**src/rtl/variable_length_message_queue_assert.svh**
```systemverilog
// Assertion macros shared by the message queue RTL.
`ifndef VARIABLE_LENGTH_MESSAGE_QUEUE_ASSERT_SVH
`define VARIABLE_LENGTH_MESSAGE_QUEUE_ASSERT_SVH

// Clocked check, held off while reset is asserted.
`define VLMQ_ASSERT(name, clk, rst_n, prop, msg) \
    name: assert property (@(posedge clk) disable iff (!rst_n) prop) \
        else $error(msg);

// Clocked check that also holds through reset.
`define VLMQ_ASSERT_ALWAYS(name, clk, prop, msg) \
    name: assert property (@(posedge clk) prop) \
        else $error(msg);

`endif

```
**src/rtl/vlmq_ram.sv**
```systemverilog
// Simple dual port synchronous RAM, one write and one registered read port.
module vlmq_ram #(
    parameter int DEPTH = 128,
    parameter int WIDTH = 8
) (
    input  logic                     i_clk,
    input  logic                     i_wr_en,
    input  logic [$clog2(DEPTH)-1:0] i_wr_addr,
    input  logic [WIDTH-1:0]         i_wr_data,
    input  logic                     i_rd_en,
    input  logic [$clog2(DEPTH)-1:0] i_rd_addr,
    output logic [WIDTH-1:0]         o_rd_data
);

    logic [WIDTH-1:0] r_mem [DEPTH];
    logic [WIDTH-1:0] r_rd_data;

    always_ff @(posedge i_clk) begin
        if (i_wr_en) begin
            r_mem[i_wr_addr] <= i_wr_data;
        end
    end

    always_ff @(posedge i_clk) begin
        if (i_rd_en) begin
            r_rd_data <= r_mem[i_rd_addr];
        end
    end

    assign o_rd_data = r_rd_data;

endmodule

```
**config.mk**
```make
export PLATFORM = sky130hd
export DESIGN_NAME = vlmq_ram
export DESIGN_NICKNAME = d
export VERILOG_FILES = /design/src/rtl/variable_length_message_queue_assert.svh /design/src/rtl/vlmq_ram.sv
export SDC_FILE = /design/constraint.sdc
export NUM_CORES = 1
export LEC_CHECK = 0
export BUFFER_PORTS_ARGS = -buffer_cell sky130_fd_sc_hd__buf_2
export CAP_MARGIN = 20
export CORE_ASPECT_RATIO = 0.9
export CORE_MARGIN = 2
export CORE_UTILIZATION = 40
export CTS_BUF_LIST = sky130_fd_sc_hd__clkbuf_16
export DETAILED_ROUTE_END_ITERATION = 6
export MAX_ROUTING_LAYER = met4
export PLACE_DENSITY_LB_ADDON = 0.1
export SETUP_SLACK_MARGIN = 0.02
export SYNTH_ARGS = -nofsm -noshare
export SYNTH_HDL_FRONTEND = slang
export SYNTH_SLANG_ARGS = --single-unit
export TNS_END_PERCENT = 100
```
**constraint.sdc**
```tcl
create_clock -name i_clk -period 5 [get_ports i_clk]
set_clock_uncertainty 0.2 [all_clocks]
set_input_delay 0.5 -clock i_clk [delete_from_list [all_inputs] [get_ports i_clk]]
set_output_delay 0.5 -clock i_clk [all_outputs]
set_load 0.05 [all_outputs]
```
* Yosys cells after proc, flatten, opt, wreduce, memory -nomap -nowiden *
Memories as Yosys holds them, arrays and structs flattened. A register that Yosys moved wholly into a read port is not among the register bits.
Index checks and enable logic that the tools add are counted.
Widths: inputs -> output; s select.

cells by class
  mux-type cells = 2

operators by type and width
  kind    number
  $mux 1  2

storage, ports and cells
  flip-flop bits (word level) = 0
  memory bits (writable) = 1024
  input bits = 25
  output and inout port bits = 8
  word-level logic and storage cells = 3
  memories = 1

memories
  memory  depth  width  rd ports  clocked after Yosys merged registers in  wr ports  line            RTL
  r_mem   128    8      1         1                                        1         vlmq_ram.sv:15  logic [WIDTH-1:0] r_mem [DEPTH];

* Longest topological paths before layout *
Gate-level depths: netlist (run 1).

  word-level depth = 2
  depth in mapped cells = 7
  depth with buffers taken out = 4

* Worst setup path after synthesis (run 1) *
Ideal clock, no wire load.

  kind = in2reg
  from = input i_rd_addr[0]
  to = register r_rd_data[0] (netlist: o_rd_data[0]), read port of r_mem, data pin
  setup time = 0.260 ns
  data arrival time = 2.884 ns
  required time = 4.540 ns
  slack = 1.657 ns
  stages on the path = 6
  path buffers = 2
  cells stage by stage = clkbuf_1 buf_1 mux4_2 mux4_2 mux4_2 mux2_2

RTL lines
  what         line            RTL
  from (decl)  vlmq_ram.sv:11  input logic [$clog2(DEPTH)-1:0] i_rd_addr,
  to (decl)    vlmq_ram.sv:16  logic [WIDTH-1:0] r_rd_data;

==> qor.csv, run 1 <==
metric,value,unit
r2r_cells,4,
wl_per_cell,31.2,um
clockRootBuffer,clkbuf_16,
place_area,41800,sq um
crit_top_cell,mux4_2,
ir_drop,261,uV
finalNetCount,1765,
final_area,45200,sq um
p_per_area,404,nW/um^2
synth.largest_area_cell,edfxtp_1,
antenna_found_initial,11,
cts.sinks,1032,
grtUsageMet2,30.3,%
end_kind,register,
cp.required,5220,ps
syn-num-nets,1660,
slowest_stage,mux4_2,
grt.busiest_layer,met2,
fillers,8163,
min_from,i_rd_en,
rrSetupSlack,2210,ps
r2r_end,o_rd_data[2],
vias,17700,
path_cells,buf_8 -> buf_12 -> mux4_2 -> mux4_2 -> mux4_2 -> mux2_2,
start_util,40.4,%
grt_pass1_wl,141,mm
min_to,o_rd_data[0],
drc,0,
yosys-top-cells-area,"edfxtp_1, mux4_2, nor2_1",
fin_crit,3120,ps
synth_seq_area_share,78.0,%
final_hold_viol_count,0,
core_area,98300,sq um
synth_seq_cells,1032,
dpl.hpwl,59.7,mm
hp-class,in2reg,
grt_util_all_layers,20.4,%
synth_area_per_cell,24.3,sq um
max_freq,320,MHz
cts_tree,done,
cts_buffers,108,
met1_usage,30.3,%
die-area,102000,sq um
drt_pass1_iterations,7,
die_w,336,um
cts_hold_buffers,0,
die_h,303,um
gp_congestion,0.768,
hold_slack,60.4,ps
status,"finished, final reports clean",
clk_latency,690,ps
cp_max_fo,35,
synthCells,1635,
rsz0062_at_grt,no,
via_per_inst,5.61,
htreeDepth,3,
reg2reg_from,r_mem[53][2],
totalNegativeSetupSlack,0,ps
ant_nets,0,
synth_cell_type_count,16,
maxCapViolations,0,
use_met3,2.90,%
ios,33,
p_leak,13.8,nW
area_delta_synth_final,13.8,%
grt_pass1_vias,18200,
setup_violations,0,
path_class,in2reg,
slew_violations,0,
drt_iter0_markers,1851,
layout-drive-gt1-share,32.3,%
worst_pin_slew,1110,ps
synth_edf_count,1032,
grt_overflow,0,
netlist_area,39700,sq um
drt_wl_total,98.8,mm
io_buffer_count,32,
synth-async-reset-ratio,0,%
ctsResizeCount,0,
clk_pin_slew,60,ps
post-cts-setup-buffer-count,0,
cp-start-kind,input pin,
min_period_over_period,62.5,%
final_common_cell,edfxtp_1,
max_stage_delay,580,ps
ys.flop_type,edfxtp_1,
crit_arrival,3340,ps
maxSlewHeadroom,26.1,%
grt_max_degree,91,
whs_path_depth,1,
synth_top_area_share,78.0,%
yosysWarnings,0,
rows,109,
clk_path_buf_depth,3,
final_cell_mix,"edfxtp_1, mux4_2, nor2_1",
kinds of logic (layout without fill, tap and decap cells):
family	Yosys count	count (layout)	synth area share [%]
flops	1032	1032	78.0
mux	344	344	19.3
simple gates	170	170	1.75
buf+inv	89	283	1.01
other cells	0	4	0
power breakdown:
part | internal, mW | total, mW | switching (mW) | leakage, nW
Sequential | 9.57 | 9.59 | 0.0217 | 9.28
Combinational | 0.357 | 0.931 | 0.574 | 2.76
Clock | 4.47 | 7.76 | 3.29 | 1.76
Yosys cell counts (all sizes together) (2+ instances only):
master / count
clkbuf: 44
mux2: 8
edfxtp: 1032
buf: 45
nor3: 9
nor2b: 7
nand4: 3
mux4: 336
nand2: 14
nand3: 12
nor2: 122
nand2b: 2
layer usage:
metal | wire (um) | vias up
met3 | 4680 | 121
li1 | - | 7266
met2 | 46100 | 494
met1 | 46200 | 9862
met4 | 1790 | 0
met5 | 0 | -
worst max-delay path: cells and delay by family:
family | cells | cell delay, ps
multiplexers | 4 | 2010
buffers and inverters | 2 | 700
worst max-delay path by stage:
stage / from / to / cells past startpoint
floorplan: i_rd_addr[0] / o_rd_data[0] / 6
global placement: i_rd_addr[0] / o_rd_data[3] / 6
detailed placement: i_rd_addr[0] / o_rd_data[3] / 6
CTS: i_rd_addr[0] / o_rd_data[3] / 6
global route: i_rd_addr[0] / o_rd_data[3] / 6
finish: i_rd_addr[0] / o_rd_data[2] / 6
layout make-up:
cell class                      count  area [sq um]  area share [%]
Clock inverter                     88           653            1.44
Clock buffer                      111          2780            6.14
Timing Repair Buffer               84           733            1.62
Tap cell                         1332          1670            3.68
Sequential cell                  1032         31000            68.5
Multi-Input combinational cell    514          8410            18.6
Antenna cell                        4          10.0          0.0221
state kept, by name, indices dropped and copies added (netlist names):
register and count:
o_rd_data 8, r_mem 1024
stage by stage:
stage | power, mW | std cells | setup WS [ps] | utilization, %
2_1_floorplan | 10.3 | 1635 | 1660 | -
3_3_place_gp | 10.7 | 2961 | 1120 | 42.5
3_5_place_dp | 10.7 | 2961 | 1130 | 42.5
4_1_cts | 18.5 | 3160 | 1860 | 46.0
5_1_grt | 18.8 | 3165 | 1790 | 46.0
6_report | 18.3 | 3165 | 1880 | 46.0
Note: power is estimated with default switching activity, not from simulation.
==> run 2, diff against run 1 <==
clock period = 2.9 ns   (was 5 ns; I/O delays follow)
==> qor.csv, run 2 (synthesis gave the netlist of run 1 again) <==
metric,value,unit,change
rsz0062_at_grt,no,,
end_kind,register,,
antenna_found_initial,12,,+1
cp.depth,4,,-2
final_hold_viol_count,0,,unchanged
maxSlewHeadroom,53.8,%,+28 points
status,"finished, final reports clean",,
max_freq,362,MHz,
clk_latency,690,ps,about the same
ant_nets,0,,unchanged
crit_arrival,3000,ps,-340 ps
via_per_inst,5.36,,-4.3%
internal_power,25.7,mW,+78%
cp.required,3130,ps,-2090 ps
totalNegativeSetupSlack,0,ps,unchanged
drt_iter0_markers,1820,,-1.7%
grt.busiest_layer,met2,,
slew_violations,0,,unchanged
fin_ws,135,ps,-1740 ps
maxCapViolations,0,,unchanged
r2r_cells,4,,unchanged
ctsResizeCount,0,,unchanged
setup_violations,0,,unchanged
drt_wl_total,99.5,mm,+0.71%
cts_buffers,108,,unchanged
rrSetupSlack,130,ps,-2080 ps
layout-drive-gt1-share,38.7,%,+6.4 points
dpl.hpwl,64.8,mm,+8.4%
fin_cells,3380,,+6.8%
r2r_end,o_rd_data[0],,
final_core_util,48.2,%,+2.2 points
crit_family,multiplexers,,
cp_max_fo,1,,-97%
reg2reg_from,r_mem[53][0],,
die_h,303,um,unchanged
area_delta_synth_final,19.2,%,
ir_drop,485,uV,+86%
crit_top_cell,mux4_2,,
final_common_cell,edfxtp_1,,
met1_usage,28.8,%,-1.5 points
p_per_area,684,nW/um^2,+69%
use_met3,4.33,%,+1.4 points
drt_pass1_iterations,5,,-2
post-cts-setup-buffer-count,0,,unchanged
hp-class,in2reg,,
rows,109,,unchanged
p_comb_share,5.4,%,+0.3 points
regMostFlops,r_mem,,
grt_max_degree,85,,-6.6%
switching_share,20.9,%,-0.35 points
final_cell_mix,"edfxtp_1, mux4_2, buf_4",,
grt_pass1_vias,18800,,+3.7%
switching_power,6.79,mW,+75%
ios,33,,unchanged
dp.cells,3155,,+6.6%
die-area,102000,sq um,unchanged
grtUsageMet2,31.2,%,+0.89 points
drc,0,,unchanged
finalNetCount,1969,,+12%
path_cells,mux4_2 -> mux4_2 -> mux4_2 -> mux2_2,,
clk_path_buf_depth,3,,unchanged
pwr-share-seq,50.9,%,-1.6 points
worstSetupEndpoint,o_rd_data[0],,
clk_pin_slew,60,ps,about the same
start_util,40.4,%,unchanged
p_leak,15.1,nW,+9.2%
gp_congestion,0.799,,+4.0%
min_from,i_wr_addr[6],,
core_area,98300,sq um,unchanged
io_buffer_count,32,,unchanged
fin_crit,2770,ps,
slowest_stage,mux4_2,,
htreeDepth,3,,unchanged
clockRootBuffer,clkbuf_16,,
worst-path-buf-inv,0,,-2
largest_reg_flops,1024,,unchanged
grt_overflow,0,,unchanged
preCtsSetupSlack,-549,ps,-1680 ps
cp-start-kind,register,,
die_w,336,um,unchanged
min_period_over_period,95.4,%,
power.share.clock,43.6,%,+1.2 points
cts_tree,done,,
worstSetupStartpoint,r_mem[53][0],,
cts.sinks,1032,,unchanged
vias,18100,,+2.2%
worst_pin_slew,694,ps,-412 ps
wl_per_cell,29.4,um,-5.7%
max_stage_delay,580,ps,about the same
path_class,reg2reg,,
grt_pass1_wl,142,mm,+0.89%
grt_util_all_layers,20.6,%,+0.23 points
==> run 2: power groups by stage <==
stage / sequential (mW) / clock, mW / combinational (mW)
after floorplan: 16.9 / 0 / 0.892
after global placement: 16.8 / 0 / 1.79
after detailed placement: 16.8 / 0 / 1.80
after CTS: 16.5 / 14.5 / 1.81
after global routing: 16.5 / 15.0 / 1.87
final: 16.5 / 14.2 / 1.77
==> run 2: layout make-up <==
class	count	area, sq um
timing repair buffer	288	2680
fill	7966	50900
clock buffer	112	2800
tap	1332	1670
multi-input combinational	514	8350
sequential	1032	31000
antenna	9	22.5
clock inverter	93	877
==> run 2: worst reg2reg max path, cell delays in order (launching register included) <==
cell and delay (ps):
edfxtp_1 360, mux4_2 530, mux4_2 560, mux4_2 590, mux2_2 300
==> run 2: worst min path at each step <==
stage	end	slack [ps]	cells past startpoint
after floorplan	r_mem[0][0]	190	0
after global placement	r_mem[115][1]	550	1
after detailed placement	o_rd_data[7]	550	1
after CTS	r_mem[109][1]	10	4
after global routing	r_mem[108][5]	50	4
final	r_mem[109][1]	60	4
==> run 2: per-stage QoR <==
stage	total power, mW	area, sq um	hold slack (ps)
global placement	18.6	43600	548
CTS	32.8	47400	11.3
finish	32.4	47400	60.6
detailed placement	18.6	43600	546
floorplan	17.8	40100	189
global route	33.4	47400	53.4
==> run 2: what timing repair did <==
| action | CTS | global route |
|---|---|---|
| hold buffers | 11 | 0 |
| hold endpoints to repair | 355 | 0 |
| endpoints found under the setup margin | 0 | 0 |
==> run 2: metal layers <==
metal  share of wire [%]  vias up
met5                   0        -
met4                 2.4        0
met3                 7.5      131
met2                  47      487
met1                  43     9838
li1                    -     7677
==> run 3, diff against run 2 <==
clock period = 2.87 ns   (was 2.9 ns; I/O delays follow)
==> qor.csv, run 3 (synthesis gave the netlist of run 1 again) <==
metric,value,unit,change
post-cts-setup-buffer-count,0,,unchanged
cts_buffers,105,,-2.8%
core_area,98300,sq um,unchanged
grt_util_all_layers,20.3,%,-0.35 points
worst_pin_slew,772,ps,+78.0 ps
min_from,i_wr_en,,
clockRootBuffer,clkbuf_16,,
reg2reg_from,r_mem[101][2],,
grt_pass1_vias,18900,,+0.069%
switching_share,20.9,%,-0.035 points
switching_power,6.61,mW,-2.6%
fin_crit,2830,ps,+61.3 ps
ir_drop,492,uV,+1.5%
layout-drive-gt1-share,37.8,%,-0.90 points
drt_wl_total,98.2,mm,-1.4%
r2r_cells,4,,unchanged
totalNegativeSetupSlack,0,ps,unchanged
die_w,336,um,unchanged
drt_pass1_iterations,5,,unchanged
cts_tree,done,,
wl_per_cell,29.1,um,-1.2%
min_to,r_mem[93][6],,
grt_max_degree,113,,+33%
end_kind,register,,
final_hold_viol_count,0,,unchanged
gp_congestion,0.791,,-1.1%
pwr-share-seq,52.7,%,+1.8 points
grt_overflow,0,,unchanged
p_comb_share,5.7,%,+0.3 points
r2r_end,o_rd_data[2],,
grt_pass1_wl,140,mm,-1.4%
clk_pin_slew,60,ps,about the same
via_per_inst,5.38,,+0.37%
die_h,303,um,unchanged
cp_max_fo,2,,+1
ios,33,,unchanged
largest_reg_flops,1024,,unchanged
final_cell_mix,"edfxtp_1, mux4_2, buf_4",,
fillers,7973,,+0.088%
final_common_cell,edfxtp_1,,
clk_path_buf_depth,3,,unchanged
htreeDepth,3,,unchanged
rsz0062_at_grt,no,,
antenna_found_initial,11,,-1
p_per_area,671,nW/um^2,-2.0%
rows,109,,unchanged
maxCapViolations,0,,unchanged
crit_arrival,3040,ps,+40 ps
drc,0,,unchanged
dpl.hpwl,64.0,mm,-1.1%
regMostFlops,r_mem,,
io_buffer_count,32,,unchanged
path_class,reg2reg,,
slew_violations,0,,unchanged
cp-start-kind,register,,
internal_power,25.0,mW,-2.4%
finalPower,31.7,mW,-2.4%
max_freq,354,MHz,-2.2%
min_period_over_period,98.5,%,+3.1 points
vias,18200,,+0.25%
power.share.clock,41.6,%,-2.0 points
start_util,40.4,%,unchanged
hold_slack,76.2,ps,+15.6 ps
hp-class,in2reg,,
maxSlewHeadroom,48.6,%,-5.2 points
drt_iter0_markers,1633,,-10%
multi_input_area,8350,sq um,unchanged
die-area,102000,sq um,unchanged
clk_latency,680,ps,about the same
status,"finished, final reports clean",,
cp.required,3090,ps,-40 ps
setup_violations,0,,unchanged
finalNetCount,1970,,+0.051%
ctsResizeCount,0,,unchanged
regArea,31000,sq um,unchanged
whs_path_depth,4,,unchanged
rrSetupSlack,40,ps,-90 ps
area_delta_synth_final,18.7,%,
p_leak,15.0,nW,-0.42%
cts.sinks,1032,,unchanged
final_core_util,48.0,%,-0.20 points
ant_nets,0,,unchanged
[run 3: cell count changes in the layout (fill, tap and decap cells not counted), sizes merged]
| cell | change |
|---|---|
| clkinv | -7 |
| inv | +11 |
| clkinvlp | -3 |
| bufinv | -5 |
| buf | +5 |
| dlygate4sd3 | -1 |
| clkbuf | -7 |
| diode | +3 |
[run 3: worst max path at each step]
stage | cells after the start | end | from | slack [ps]
6_report | 4 | o_rd_data[2] | r_mem[101][2] | 40
5_1_grt | 4 | o_rd_data[2] | r_mem[119][2] | 30
4_1_cts | 4 | o_rd_data[2] | r_mem[101][2] | 40
3_5_place_dp | 7 | o_rd_data[2] | i_rd_addr[0] | -540
3_3_place_gp | 7 | o_rd_data[2] | i_rd_addr[0] | -530
2_1_floorplan | 7 | o_rd_data[0] | i_rd_addr[0] | 30
[run 3: repair_timing]
action / in CTS / in global routing
hold buffers: 9 / 1
hold endpoints to repair: 195 / 1
setup endpoints to repair: 0 / 0
[run 3: layer usage]
metal | vias to the layer above | global-route usage, % | routed length [um]
met5 | - | - | 0
met4 | 0 | 5.09 | 2450
met3 | 141 | 3.80 | 4990
met2 | 422 | 31.3 | 47100
met1 | 9925 | 28.1 | 43600
li1 | 7691 | - | -
[run 3: final cells by class]
class	count	share of cell area, %
diodes	12	0.0636
clock buffers	105	5.57
clock inverters	89	1.47
multi-input cells	514	17.7
flip-flops and latches	1032	65.7
well taps	1332	3.53
repair buffers	292	6.00
[run 3: power groups by stage]
stage	Sequential (mW)	Clock (mW)	Combinational [mW]
detailed placement	17.0	0	1.83
global route	16.7	14.0	1.91
finish	16.7	13.2	1.80
floorplan	17.0	0	0.902
CTS	16.7	13.5	1.84
global placement	17.0	0	1.81
[run 3: per-stage QoR]
step / setup slack [ps] / std cells / instance area, sq um
4_1_cts: 42.5 / 3363 / 47200
2_1_floorplan: 27.5 / 1635 / 40100
5_1_grt: 28.9 / 3372 / 47200
3_5_place_dp: -539 / 3160 / 43700
3_3_place_gp: -530 / 3160 / 43700
6_report: 43.4 / 3376 / 47200
[run 3: worst max-delay path: stages, from the launching register on]
cell	delay [ps]
edfxtp_1	370
mux4_2	520
mux4_2	580
mux4_2	590
mux2_2	300
